## src/hw/rtl/cqd_pkg.sv

```systemverilog
// Shared types and constants of the circular queue with dump.
package cqd_pkg;

    localparam int OP_W     = 2;
    localparam int WORD_W   = 32;
    localparam int STATUS_W = 2;
    localparam int QSIZE_W  = 7;

    localparam logic [QSIZE_W-1:0] QSIZE_RST = 7'd64;

    localparam logic [OP_W-1:0] OP_ENQUEUE = 2'd0;
    localparam logic [OP_W-1:0] OP_DEQUEUE = 2'd1;
    localparam logic [OP_W-1:0] OP_DUMP    = 2'd2;
    localparam logic [OP_W-1:0] OP_NONE    = 2'd3;

    localparam logic [STATUS_W-1:0] ST_OK    = 2'd0;
    localparam logic [STATUS_W-1:0] ST_FULL  = 2'd1;
    localparam logic [STATUS_W-1:0] ST_EMPTY = 2'd2;

    typedef struct packed {
        logic [OP_W-1:0]          op;
        logic signed [WORD_W-1:0] value;
    } t_cmd;

endpackage

```

## src/hw/rtl/cqd_if.sv

```systemverilog
// Valid/ready channel interfaces for commands and responses.
interface cqd_cmd_if;
    logic                              valid;
    logic                              ready;
    logic [cqd_pkg::OP_W-1:0]          operation;
    logic signed [cqd_pkg::WORD_W-1:0] push_value;

    modport source (output valid, output operation, output push_value, input ready);
    modport sink   (input valid, input operation, input push_value, output ready);
endinterface

interface cqd_rsp_if;
    logic                              valid;
    logic                              ready;
    logic [cqd_pkg::STATUS_W-1:0]      status;
    logic signed [cqd_pkg::WORD_W-1:0] word_out;
    logic                              last;

    modport source (output valid, output status, output word_out, output last, input ready);
    modport sink   (input valid, input status, input word_out, input last, output ready);
endinterface

```

## src/hw/rtl/circular_queue_with_dump.sv

```systemverilog
// Top level of the circular queue with dump: size register, front end and back end.
//
// Commands arrive on i_cmd: enqueue stores push_value, dequeue removes the
// oldest word, and dump lists every stored word from oldest to newest.
// Responses leave on o_rsp, each with a status, a word and a last flag that
// marks the final response of a command. Code 3 is taken and dropped silently.
// The usable size is written through i_cfg_we and i_cfg_data; the user is to do so only while idle,
// which the block does not enforce. Zero acts as one and values above DEPTH act as DEPTH.
// A command transfer lands in a two-entry command buffer, and the back end takes
// it from the buffer's registered entries. An enqueue answer then passes through
// the response register; a dequeue answer first passes through the storage
// RAM's registered read port. Enqueues run at one per cycle while o_rsp.ready
// stays high; a dequeue or dump, one RAM read per word, blocks new commands until its last word.
// Reset clears the pointers and the occupancy and sets the size to 64; the
// stored words are not cleared and no clearing pass is needed.
// When the receiver stalls, the response register holds its transfer and the
// back end waits; the command buffer still takes up to two more commands
// before i_cmd.ready falls.
module circular_queue_with_dump #(
    parameter int DEPTH = 64
) (
    input  logic                         i_clk,
    input  logic                         i_rst_n,
    cqd_cmd_if.sink                      i_cmd,
    cqd_rsp_if.source                    o_rsp,
    input  logic                         i_cfg_we,
    input  logic [cqd_pkg::QSIZE_W-1:0]  i_cfg_data
);
    import cqd_pkg::*;

    logic [QSIZE_W-1:0] r_queue_size;
    logic               cmd_valid;
    logic               cmd_ready;
    t_cmd               cmd;

    // The size register is only to be written while the block is idle; the block itself does not enforce this.
    always_ff @(posedge i_clk) begin
        if (!i_rst_n) begin
            r_queue_size <= QSIZE_RST;
        end else if (i_cfg_we) begin
            r_queue_size <= i_cfg_data;
        end
    end

    cqd_front u_front (
        .i_clk       (i_clk),
        .i_rst_n     (i_rst_n),
        .i_cmd       (i_cmd),
        .o_cmd_valid (cmd_valid),
        .i_cmd_ready (cmd_ready),
        .o_cmd       (cmd)
    );

    cqd_back #(
        .DEPTH (DEPTH)
    ) u_back (
        .i_clk        (i_clk),
        .i_rst_n      (i_rst_n),
        .i_queue_size (r_queue_size),
        .i_cmd_valid  (cmd_valid),
        .o_cmd_ready  (cmd_ready),
        .i_cmd        (cmd),
        .o_rsp        (o_rsp)
    );
endmodule

```

## src/hw/rtl/cqd_ram.sv

```systemverilog
// Generic single-write, single-read RAM with registered read data.
module cqd_ram #(
    parameter int WIDTH = 32,
    parameter int DEPTH = 64
) (
    input  logic                                  i_clk,
    input  logic                                  i_we,
    input  logic [((DEPTH > 1) ? $clog2(DEPTH) : 1)-1:0] i_waddr,
    input  logic [WIDTH-1:0]                      i_wdata,
    input  logic                                  i_re,
    input  logic [((DEPTH > 1) ? $clog2(DEPTH) : 1)-1:0] i_raddr,
    output logic [WIDTH-1:0]                      o_rdata
);
    logic [WIDTH-1:0] r_mem [DEPTH];
    logic [WIDTH-1:0] r_rdata;

    always_ff @(posedge i_clk) begin
        if (i_we) begin
            r_mem[i_waddr] <= i_wdata;
        end
        if (i_re) begin
            r_rdata <= r_mem[i_raddr];
        end
    end

    assign o_rdata = r_rdata;
endmodule

```

## src/hw/rtl/cqd_front.sv

```systemverilog
// Front end: accepts commands, drops unused codes and buffers two commands.
module cqd_front (
    input  logic           i_clk,
    input  logic           i_rst_n,
    cqd_cmd_if.sink        i_cmd,
    output logic           o_cmd_valid,
    input  logic           i_cmd_ready,
    output cqd_pkg::t_cmd  o_cmd
);
    import cqd_pkg::*;

    t_cmd       r_ent [2];
    logic       r_wptr, n_wptr;
    logic       r_rptr, n_rptr;
    logic [1:0] r_cnt, n_cnt;
    logic       push, pop;

    assign i_cmd.ready = (r_cnt != 2'd2);
    assign push = i_cmd.valid && i_cmd.ready && (i_cmd.operation != OP_NONE);
    assign o_cmd_valid = (r_cnt != 2'd0);
    assign pop  = o_cmd_valid && i_cmd_ready;
    assign o_cmd = r_ent[r_rptr];

    always_comb begin
        n_wptr = push ? ~r_wptr : r_wptr;
        n_rptr = pop ? ~r_rptr : r_rptr;
        n_cnt  = r_cnt + {1'b0, push} - {1'b0, pop};
    end

    always_ff @(posedge i_clk) begin
        if (!i_rst_n) begin
            r_wptr <= 1'b0;
            r_rptr <= 1'b0;
            r_cnt  <= 2'd0;
        end else begin
            r_wptr <= n_wptr;
            r_rptr <= n_rptr;
            r_cnt  <= n_cnt;
        end
    end

    always_ff @(posedge i_clk) begin
        if (push) begin
            r_ent[r_wptr] <= '{op: i_cmd.operation, value: i_cmd.push_value};
        end
    end
endmodule

```

## src/hw/rtl/cqd_back.sv

```systemverilog
// Back end: carries out enqueue, dequeue and dump against the storage RAM.
module cqd_back #(
    parameter int DEPTH = 64
) (
    input  logic                          i_clk,
    input  logic                          i_rst_n,
    input  logic [cqd_pkg::QSIZE_W-1:0]   i_queue_size,
    input  logic                          i_cmd_valid,
    output logic                          o_cmd_ready,
    input  cqd_pkg::t_cmd                 i_cmd,
    cqd_rsp_if.source                     o_rsp
);
    import cqd_pkg::*;

    localparam int IDX_W = (DEPTH > 1) ? $clog2(DEPTH) : 1;
    localparam int CNT_W = $clog2(DEPTH + 1);
    localparam int SUM_W = IDX_W + 2;

    typedef enum logic [1:0] {
        S_IDLE = 2'b01,
        S_READ = 2'b10
    } t_state;

    t_state             r_state, n_state;
    logic [IDX_W-1:0]   r_head, n_head;
    logic [IDX_W-1:0]   r_tail, n_tail;
    logic [CNT_W-1:0]   r_occ, n_occ;
    logic [IDX_W-1:0]   r_walk, n_walk;
    logic [CNT_W-1:0]   r_rem, n_rem;
    logic               r_valid, n_valid;
    logic [STATUS_W-1:0] r_status, n_status;
    logic [WORD_W-1:0]  r_word, n_word;
    logic               r_last, n_last;

    logic [CNT_W-1:0]   eff;
    logic               out_free;
    logic               ram_we, ram_re;
    logic [IDX_W-1:0]   ram_raddr;
    logic [WORD_W-1:0]  ram_rdata;

    function automatic logic [IDX_W-1:0] adv(input logic [IDX_W-1:0] idx,
                                             input logic [CNT_W-1:0] sz);
        logic [SUM_W-1:0] nxt;
        nxt = SUM_W'(idx) + SUM_W'(1);
        if (nxt >= SUM_W'(sz)) begin
            return '0;
        end
        return IDX_W'(nxt);
    endfunction

    always_comb begin
        if (i_queue_size == '0) begin
            eff = CNT_W'(1);
        end else if (i_queue_size > QSIZE_W'(DEPTH)) begin
            eff = CNT_W'(DEPTH);
        end else begin
            eff = CNT_W'(i_queue_size);
        end
    end

    assign out_free = !r_valid || o_rsp.ready;

    always_comb begin
        n_state   = r_state;
        n_head    = r_head;
        n_tail    = r_tail;
        n_occ     = r_occ;
        n_walk    = r_walk;
        n_rem     = r_rem;
        n_valid   = r_valid && !o_rsp.ready;
        n_status  = r_status;
        n_word    = r_word;
        n_last    = r_last;
        ram_we    = 1'b0;
        ram_re    = 1'b0;
        ram_raddr = r_walk;
        o_cmd_ready = 1'b0;

        unique case (r_state)
            S_IDLE: begin
                if (i_cmd_valid && out_free) begin
                    o_cmd_ready = 1'b1;
                    unique case (i_cmd.op)
                        OP_ENQUEUE: begin
                            n_valid = 1'b1;
                            n_word  = '0;
                            n_last  = 1'b1;
                            if (r_occ >= eff) begin
                                n_status = ST_FULL;
                            end else begin
                                n_status = ST_OK;
                                ram_we   = 1'b1;
                                n_tail   = adv(r_tail, eff);
                                n_occ    = r_occ + CNT_W'(1);
                            end
                        end
                        OP_DEQUEUE, OP_DUMP: begin
                            if (r_occ == '0) begin
                                n_valid  = 1'b1;
                                n_status = ST_EMPTY;
                                n_word   = '0;
                                n_last   = 1'b1;
                            end else begin
                                ram_re    = 1'b1;
                                ram_raddr = r_head;
                                n_walk    = adv(r_head, eff);
                                n_state   = S_READ;
                                if (i_cmd.op == OP_DEQUEUE) begin
                                    n_rem  = CNT_W'(1);
                                    n_head = adv(r_head, eff);
                                    n_occ  = r_occ - CNT_W'(1);
                                end else begin
                                    n_rem  = r_occ;
                                end
                            end
                        end
                        default: begin
                        end
                    endcase
                end
            end
            S_READ: begin
                if (out_free) begin
                    n_valid  = 1'b1;
                    n_status = ST_OK;
                    n_word   = ram_rdata;
                    n_last   = (r_rem == CNT_W'(1));
                    if (r_rem == CNT_W'(1)) begin
                        n_state = S_IDLE;
                    end else begin
                        ram_re    = 1'b1;
                        ram_raddr = r_walk;
                        n_walk    = adv(r_walk, eff);
                        n_rem     = r_rem - CNT_W'(1);
                    end
                end
            end
            default: begin
                n_state = S_IDLE;
            end
        endcase
    end

    cqd_ram #(
        .WIDTH (WORD_W),
        .DEPTH (DEPTH)
    ) u_ram (
        .i_clk   (i_clk),
        .i_we    (ram_we),
        .i_waddr (r_tail),
        .i_wdata (i_cmd.value),
        .i_re    (ram_re),
        .i_raddr (ram_raddr),
        .o_rdata (ram_rdata)
    );

    always_ff @(posedge i_clk) begin
        if (!i_rst_n) begin
            r_state <= S_IDLE;
            r_head  <= '0;
            r_tail  <= '0;
            r_occ   <= '0;
            r_valid <= 1'b0;
        end else begin
            r_state <= n_state;
            r_head  <= n_head;
            r_tail  <= n_tail;
            r_occ   <= n_occ;
            r_valid <= n_valid;
        end
    end

    always_ff @(posedge i_clk) begin
        r_walk   <= n_walk;
        r_rem    <= n_rem;
        r_status <= n_status;
        r_word   <= n_word;
        r_last   <= n_last;
    end

    assign o_rsp.valid    = r_valid;
    assign o_rsp.status   = r_status;
    assign o_rsp.word_out = r_word;
    assign o_rsp.last     = r_last;
endmodule

```

## src/flat_wrapper.sv

```systemverilog
// flat-port wrapper written by rule: the top's interface ports become plain ports
module circular_queue_with_dump_flat import cqd_pkg::*;
#(
    parameter int DEPTH = 64
)
  (i_clk, i_rst_n, i_cfg_we, i_cfg_data, i_cmd_valid, i_cmd_operation, i_cmd_push_value, i_cmd_ready, o_rsp_valid, o_rsp_status, o_rsp_word_out, o_rsp_last, o_rsp_ready);
  cqd_cmd_if i_cmd_i ();
  cqd_rsp_if o_rsp_i ();
  input  logic i_clk;
  input  logic i_rst_n;
  input  logic i_cfg_we;
  input  logic [cqd_pkg::QSIZE_W-1:0] i_cfg_data;
  input wire logic [$bits(i_cmd_i.valid)-1:0] i_cmd_valid;
  input wire logic [$bits(i_cmd_i.operation)-1:0] i_cmd_operation;
  input wire logic [$bits(i_cmd_i.push_value)-1:0] i_cmd_push_value;
  output wire logic [$bits(i_cmd_i.ready)-1:0] i_cmd_ready;
  output wire logic [$bits(o_rsp_i.valid)-1:0] o_rsp_valid;
  output wire logic [$bits(o_rsp_i.status)-1:0] o_rsp_status;
  output wire logic [$bits(o_rsp_i.word_out)-1:0] o_rsp_word_out;
  output wire logic [$bits(o_rsp_i.last)-1:0] o_rsp_last;
  input wire logic [$bits(o_rsp_i.ready)-1:0] o_rsp_ready;
  assign i_cmd_i.valid = i_cmd_valid;
  assign i_cmd_i.operation = i_cmd_operation;
  assign i_cmd_i.push_value = i_cmd_push_value;
  assign i_cmd_ready = i_cmd_i.ready;
  assign o_rsp_valid = o_rsp_i.valid;
  assign o_rsp_status = o_rsp_i.status;
  assign o_rsp_word_out = o_rsp_i.word_out;
  assign o_rsp_last = o_rsp_i.last;
  assign o_rsp_i.ready = o_rsp_ready;
  circular_queue_with_dump #(.DEPTH(DEPTH)) u_core (.i_clk(i_clk), .i_rst_n(i_rst_n), .i_cmd(i_cmd_i), .o_rsp(o_rsp_i), .i_cfg_we(i_cfg_we), .i_cfg_data(i_cfg_data));
endmodule
```

## config.mk

```make
export PLATFORM = sky130hd
export DESIGN_NAME = circular_queue_with_dump_flat
export DESIGN_NICKNAME = d
export VERILOG_FILES = /design/src/hw/rtl/cqd_pkg.sv /design/src/hw/rtl/cqd_if.sv /design/src/hw/rtl/circular_queue_with_dump.sv /design/src/hw/rtl/cqd_ram.sv /design/src/hw/rtl/cqd_front.sv /design/src/hw/rtl/cqd_back.sv /design/src/flat_wrapper.sv
export SDC_FILE = /design/constraint.sdc
export NUM_CORES = 2
export LEC_CHECK = 0
export BUFFER_PORTS_ARGS = -buffer_cell sky130_fd_sc_hd__buf_2
export CAP_MARGIN = 20
export CORE_MARGIN = 1
export CORE_UTILIZATION = 25
export CTS_CLUSTER_SIZE = 14
export DETAILED_ROUTE_END_ITERATION = 10
export PLACE_DENSITY = 0.49
export SYNTH_ARGS = -nofsm -noshare
export SYNTH_HDL_FRONTEND = slang
export SYNTH_SLANG_ARGS = --single-unit
export TNS_END_PERCENT = 1
```

## constraint.sdc

```tcl
create_clock -name i_clk -period 6.23 [get_ports i_clk]
set_input_delay 1.246 -clock i_clk [delete_from_list [all_inputs] [get_ports i_clk]]
set_output_delay 1.246 -clock i_clk [all_outputs]
set_load 0.005 [all_outputs]
```

==> Word-level counts from Yosys, hierarchy flattened <==
Memories as Yosys holds them, arrays and structs flattened. A register that Yosys moved wholly into a read port is not among the register bits.
Index checks and enable logic that the tools add are counted.
{ "word_totals": {"ff_bits": 81, "ram_bits": 2116, "word_cells": 166, "mem_count": 2} }
{ "classes": {"n_addsub": 8, "magnitude_cmp": 5, "eq_ne": 18, "n_mux": 94, "bitwise": 4, "reduce_logical": 21} }
{ "mem_list": {"columns": ["name", "depth", "width", "rd", "rd_ports_with_merged_regs", "write_ports", "line", "text"], "rows": [
  ["u_core.u_back.u_ram.r_mem", 64, 32, 1, 1, 1, "cqd_ram.sv:14", "logic [WIDTH-1:0] r_mem [DEPTH];"],
  ["u_core.u_front.r_ent", 2, 34, 1, 1, 1, "cqd_front.sv:12", "t_cmd r_ent [2];"]
]} }
{ "op_table": {"columns": ["op", "count"], "rows": [
  ["32-bit one-hot mux with 2 select lines", 2],
  ["32-bit 2-to-1 mux", 3],
  ["6-bit 2-to-1 mux", 16],
  ["7-bit 2-to-1 mux", 11],
  ["1-bit 2-to-1 mux", 43],
  ["7-bit >= comparator", 4],
  ["7-bit one-hot mux with 2 select lines", 2],
  ["6-bit by 1-bit adder with 7-bit output, second input constant", 3],
  ["2-bit inequality test, second input constant", 10],
  ["2-bit 2-to-1 mux", 8],
  ["5-bit AND reduction", 3],
  ["7-bit logical NOT", 2],
  ["7-bit by 1-bit subtractor with 7-bit output, second input constant", 2],
  ["2-bit one-hot mux with 2 select lines", 3],
  ["6-bit one-hot mux with 2 select lines", 1],
  ["6-bit AND reduction", 2],
  ["1-bit one-hot mux with 2 select lines", 5],
  ["7-bit by 1-bit adder with 7-bit output, second input constant", 1],
  ["7-bit by 1-bit == test with 1-bit output, second input constant", 1],
  ["7-bit > comparator, second input constant", 1],
  ["2-bit nonzero test", 3],
  ["1-bit logical AND", 5],
  ["2-bit by 1-bit == test with 1-bit output, second input constant", 2],
  ["2-bit == test, second input constant", 2],
  ["other kinds (11)", 15]
]} }

==> Logic depth before layout (Yosys ltp) <==
{ "logic_depth": {"depth_word": 14, "ltp_mapped": 20, "ltp_nobuf": 13} }

==> Modules after synthesis <==
Synthesis repeated with hierarchy kept, for this count alone.
{ "hier_totals": {"hier_cells": 4081, "hier_area_um2": 86569.3} }
{ "by_module_without_submodules": {"columns": ["module", "instances", "cells_each", "area_each_um2"], "rows": [
  ["cqd_ram", 1, 3511, 79359.9],
  ["cqd_back", 1, 411, 4222.8],
  ["cqd_front", 1, 137, 2723.9],
  ["circular_queue_with_dump", 1, 22, 262.8]
]} }

==> Worst setup path before layout <==
No wires, ideal clock.
{ "synth_path": {"path_type": "input to register", "startpoint": "input o_rsp_ready", "endpoint": "memory u_core.u_back.u_ram.r_mem[39][0], enable pin", "setup_ns": 0.461, "arrival_time_ns": 4.558, "setup_slack_ns": 1.211, "stages": 7, "path_buffers": 2, "cell_sequence": "nand2b_1 -> nand3b_4 -> inv_2 -> buf_4 -> nand3_1 -> clkbuf_1 -> nor3_1"} }
{ "synth_via": {"elab_chain_cells": 6} }
{ "synth_rtl": {"columns": ["item", "line", "text"], "rows": [
  ["start: declaration", "flat_wrapper.sv:21", "input wire logic [$bits(o_rsp_i.ready)-1:0] o_rsp_ready;"],
  ["1-bit logical OR", "cqd_back.sv:61", "assign out_free = !r_valid || o_rsp.ready;"],
  ["1-bit logical AND", "cqd_back.sv:81", "if (i_cmd_valid && out_free) begin"],
  ["1-bit 2-to-1 mux", "cqd_back.sv:81", null],
  ["1-bit 2-to-1 mux", "cqd_back.sv:79", "unique case (r_state)"],
  ["1-bit 2-to-1 mux", "cqd_ram.sv:18", "if (i_we) begin"],
  ["1-bit 2-to-1 mux (not written as such)", "cqd_ram.sv:19", "r_mem[i_waddr] <= i_wdata;"],
  ["end: declaration", "cqd_ram.sv:14", null]
]} }
Every way passes these cells.

==> flow_metrics.env <==
export IMPL_place_area_mm2=0.0957
export IMPL_worstRegToRegCells=12
export IMPL_clkLatencyLatePin_ns=0.89
export IMPL_cts_made_buffers=228
export IMPL_timing_final_crit_period_ns=5.69
export IMPL_hold_class="reg -> reg"
export IMPL_register_area_mm2=0.0666
export IMPL_fmax_mhz=176
export IMPL_synth_nets=5501
export IMPL_cts_path_max_buffers=3
export IMPL_drive_above_1_share_pct=16.8
export IMPL_ctsRootBufferMaster="clkbuf_16"
export IMPL_grt_max_degree=72
export IMPL_vias=52700
export IMPL_hold_viol_final=0
export IMPL_cp_data_arrival_time_ns=6.27
export IMPL_syn_inst=5408
export IMPL_dp_final_hpwl_um=188000
export IMPL_cts_tree="yes"
export IMPL_drc=0
export IMPL_power_leakage_nw=33.4
export IMPL_worst_r2r_setup_slack_ns=0.54
export IMPL_post_cts_buffers=0
export IMPL_max_slew_margin_pct=21.5
export IMPL_final_antenna_net_count=0
export IMPL_dr_pass1_iters=8
export IMPL_status="completed"
export IMPL_timing_rr_end="u_core.u_back.u_ram.o_rdata[7]$_DFFE_PP_"
export IMPL_multi_input_area_mm2=0.0197
export IMPL_rows=216
export IMPL_synth_edff_count=2196
export IMPL_clock_sinks=2230
export IMPL_min_to="u_core.u_back.r_state[1]$_SDFFE_PN0P_"
export IMPL_tightest_slew_ns=1.15
export IMPL_holdBufCountCts=0
export IMPL_ir_worst_vdd_uv=265
export IMPL_design_area_mm2=0.103
export IMPL_skew_ns=0.0542
export IMPL_avgSynthCellArea_um2=16.2
export IMPL_startpoint_type="register"
export IMPL_min_delay_path_depth=2
export IMPL_cp_depth=12
export IMPL_path_max_fanout=43
export IMPL_via_per_inst=5.01
export IMPL_slowest_delay_ns=0.94
export IMPL_cp_end_kind="register"
export IMPL_powerDensity_mw_per_mm2=444
export IMPL_async_flop_share_pct=0
export IMPL_path_cells="mux2i_1, ha_1, inv_1, a21o_1, o21ai_1, nand2_4, buf_12, mux2_2, a221oi_1, o21ai_0, a32oi_1, a2111oi_1"
export IMPL_slowest_stage="a32oi_1"
export IMPL_criticalPathCategory="reg -> reg"
export IMPL_wl_per_cell_um=29.8
export IMPL_post_route_period_util_pct=91.3
export IMPL_setup_tns_ns=0
export IMPL_post_cts_resized=0
export IMPL_antenna_found_initial=32
export IMPL_slew_violations=0
export IMPL_die_h_um=594
export IMPL_io_pin_count=83
export IMPL_dieArea_mm2=0.353
export IMPL_coreArea_mm2=0.347
export IMPL_clkSlewWorstSetupHoldPaths_ns=0.06
export IMPL_worstHoldStart="u_core.u_back.r_state[1]$_SDFFE_PN0P_"
export IMPL_die_x_um=594
export IMPL_grt_pass1_wl_um=426000
export IMPL_area_growth_pct=17.6
export IMPL_synth_ff_type="edfxtp_1"
export IMPL_fill_cells=34100
export IMPL_rsz0062_at_grt="no"
export IMPL_synth_cell_types=85
export IMPL_path_buf_inv=2
export IMPL_drv_cap=0
export IMPL_seq_area_frac_synth_pct=76.1
export IMPL_grt_pass1_vias=50500
export IMPL_required_ns=6.82
export IMPL_layout_nets=5825
export IMPL_synth_area_mm2=0.0875
export IMPL_grt_usage_pct=17.2
export IMPL_gp_congestion=0.856
export IMPL_start_util_pct=25.2
export IMPL_crit_family="compound AO/OA/AOI/OAI gates"
export IMPL_drt_iter0_markers=7422
export IMPL_wirelength_um=313000
export IMPL_grt_overflow=0
export IMPL_ys_seq_elements=2230
export IMPL_ys_warn_count=0
export IMPL_setup_viol=0
export IMPL_port_buffers=82
export IMPL_cts_max_level=4
## Yosys cell counts (34+ instances only)
library cell  instances  area (um^2)
edfxtp_1           2196        65900
nand2_1             751         2820
mux2i_1             376         3760
a21oi_1             341         1710
o22ai_1             148          926
nor2_1              120          450
buf_2               112          561
clkbuf_1            105          394
o21ai_0             101          505
mux2_2               75          845
nand3_1              75          375
a221oi_1             70          613
mux4_2               59         1330
nor4_1               59          369
buf_4                54          405
ha_1                 46          576
o221ai_1             41          359
or4_1                39          293
a211oi_1             37          278
and2_1               37          231
and3_1               37          231
a31oi_1              34          213
dfxtp_1              34          681
inv_1                34          128
## logic make-up after synthesis
family | share of synthesized area (%)
flip-flops | 76.1
AND/OR/NAND/NOR | 6.15
AO/OA/AOI/OAI | 7.80
multiplexers | 6.80
buffers and inverters | 2.18
adder cells (fa/ha/maj) | 0.680
XOR/XNOR | 0.270
## per-layer routing
layer | vias up | wire [um] | track usage (%)
met3 | 469 | 28500 | 3.35
met5 | - | 138 | 0
met1 | 27600 | 127000 | 22.8
li1 | 22000 | - | -
met4 | 22 | 12400 | 6.30
met2 | 2625 | 146000 | 27.7
## flip-flops by register name (all words and copies together) (netlist names), 2 cells and up, named ones only
| register | cells |
|---|---|
| u_core.u_back.u_ram.r_mem | 2048 |
| u_core.u_front.r_ent | 68 |
| u_core.u_back.o_rsp.word_out | 32 |
| u_core.u_back.u_ram.o_rdata | 32 |
| u_core.r_queue_size | 7 |
| u_core.u_back.r_occ | 7 |
| u_core.u_back.r_rem | 7 |
| u_core.u_back.r_head | 6 |
| u_core.u_back.r_tail | 6 |
| u_core.u_back.r_walk | 6 |
| u_core.u_back.o_rsp.status | 2 |
| u_core.u_back.r_state | 2 |
| u_core.u_front.r_cnt | 2 |
## worst reg2reg max path, delay by kind of cell (launching register included)
kind	cells	cell delay (ns)
flip-flops	1	0.53
AND/OR/NAND/NOR	1	0.47
multiplexers	2	0.77
buffers and inverters	2	0.60
adder cells (fa/ha/maj)	1	0.44
AO/OA/AOI/OAI	6	2.59
## layout make-up
cell class | count | share of cell area (%)
multi-input cells | 2816 | 19.2
clock buffers | 283 | 5.82
clock inverters | 137 | 1.16
well taps | 4578 | 5.57
repair buffers | 421 | 3.39
inverters | 35 | 0.128
flip-flops and latches | 2230 | 64.7
diodes | 10 | 0.0243
## power breakdown
part / leakage, nW / total [mW] / switching [mW] / internal [mW]
Sequential: 20.1 / 18.3 / 0.283 / 18.0
Combinational: 9.83 / 14.1 / 10.1 / 3.99
Clock: 3.51 / 13.4 / 5.85 / 7.53
## worst max path at each step
stage                start                                          to  slack [ns]
5_1_grt           register    u_core.u_back.u_ram.o_rdata[7]$_DFFE_PP_        0.36
4_1_cts           register    u_core.u_back.u_ram.o_rdata[7]$_DFFE_PP_        0.61
2_1_floorplan  o_rsp_ready  u_core.u_back.u_ram.r_mem[39][0]$_DFFE_PP_        1.21
3_3_place_gp   o_rsp_ready   u_core.u_back.u_ram.o_rdata[12]$_DFFE_PP_       -0.39
6_report          register    u_core.u_back.u_ram.o_rdata[7]$_DFFE_PP_        0.54
3_5_place_dp   o_rsp_ready    u_core.u_back.u_ram.o_rdata[7]$_DFFE_PP_        0.55
## metrics by stage
step / worst slack, ns / power, mW / hold WS (ns) / std cells / utilization [%]
global route: 0.355 / 46.9 / 0.529 / 10500 / 29.6
finish: 0.542 / 45.7 / 0.504 / 10500 / 29.6
floorplan: 1.21 / 25.3 / 0.449 / 5408 / -
detailed placement: 0.551 / 32.5 / 0.497 / 10100 / 27.5
CTS: 0.613 / 45.8 / 0.499 / 10500 / 29.6
global placement: -0.394 / 32.4 / 0.464 / 10100 / 27.5
## placed cells by master (no fill, tap or decap), drive strengths merged, types with 10 or more instances in the layout
cell type and n:
a2111oi 32, a211oi 37, a21o 25, a21oi 343, a221o 26, a221oi 70
a222oi 30, a22oi 18, a31oi 34, and2 38, and3 37, buf 419
bufinv 18, clkbuf 285, clkinv 103, dfxtp 34, diode 10, edfxtp 2196
ha 46, inv 45, mux2 76, mux2i 376, mux4 59, nand2 753
nand2b 12, nand3 75, nor2 125, nor3 28, nor4 60, o211ai 10
o21ai 107, o221ai 41, o22ai 148, o41ai 15, or3 22, or4 39
xnor2 17, xor2 10
Power figures use the tool's default switching activity.
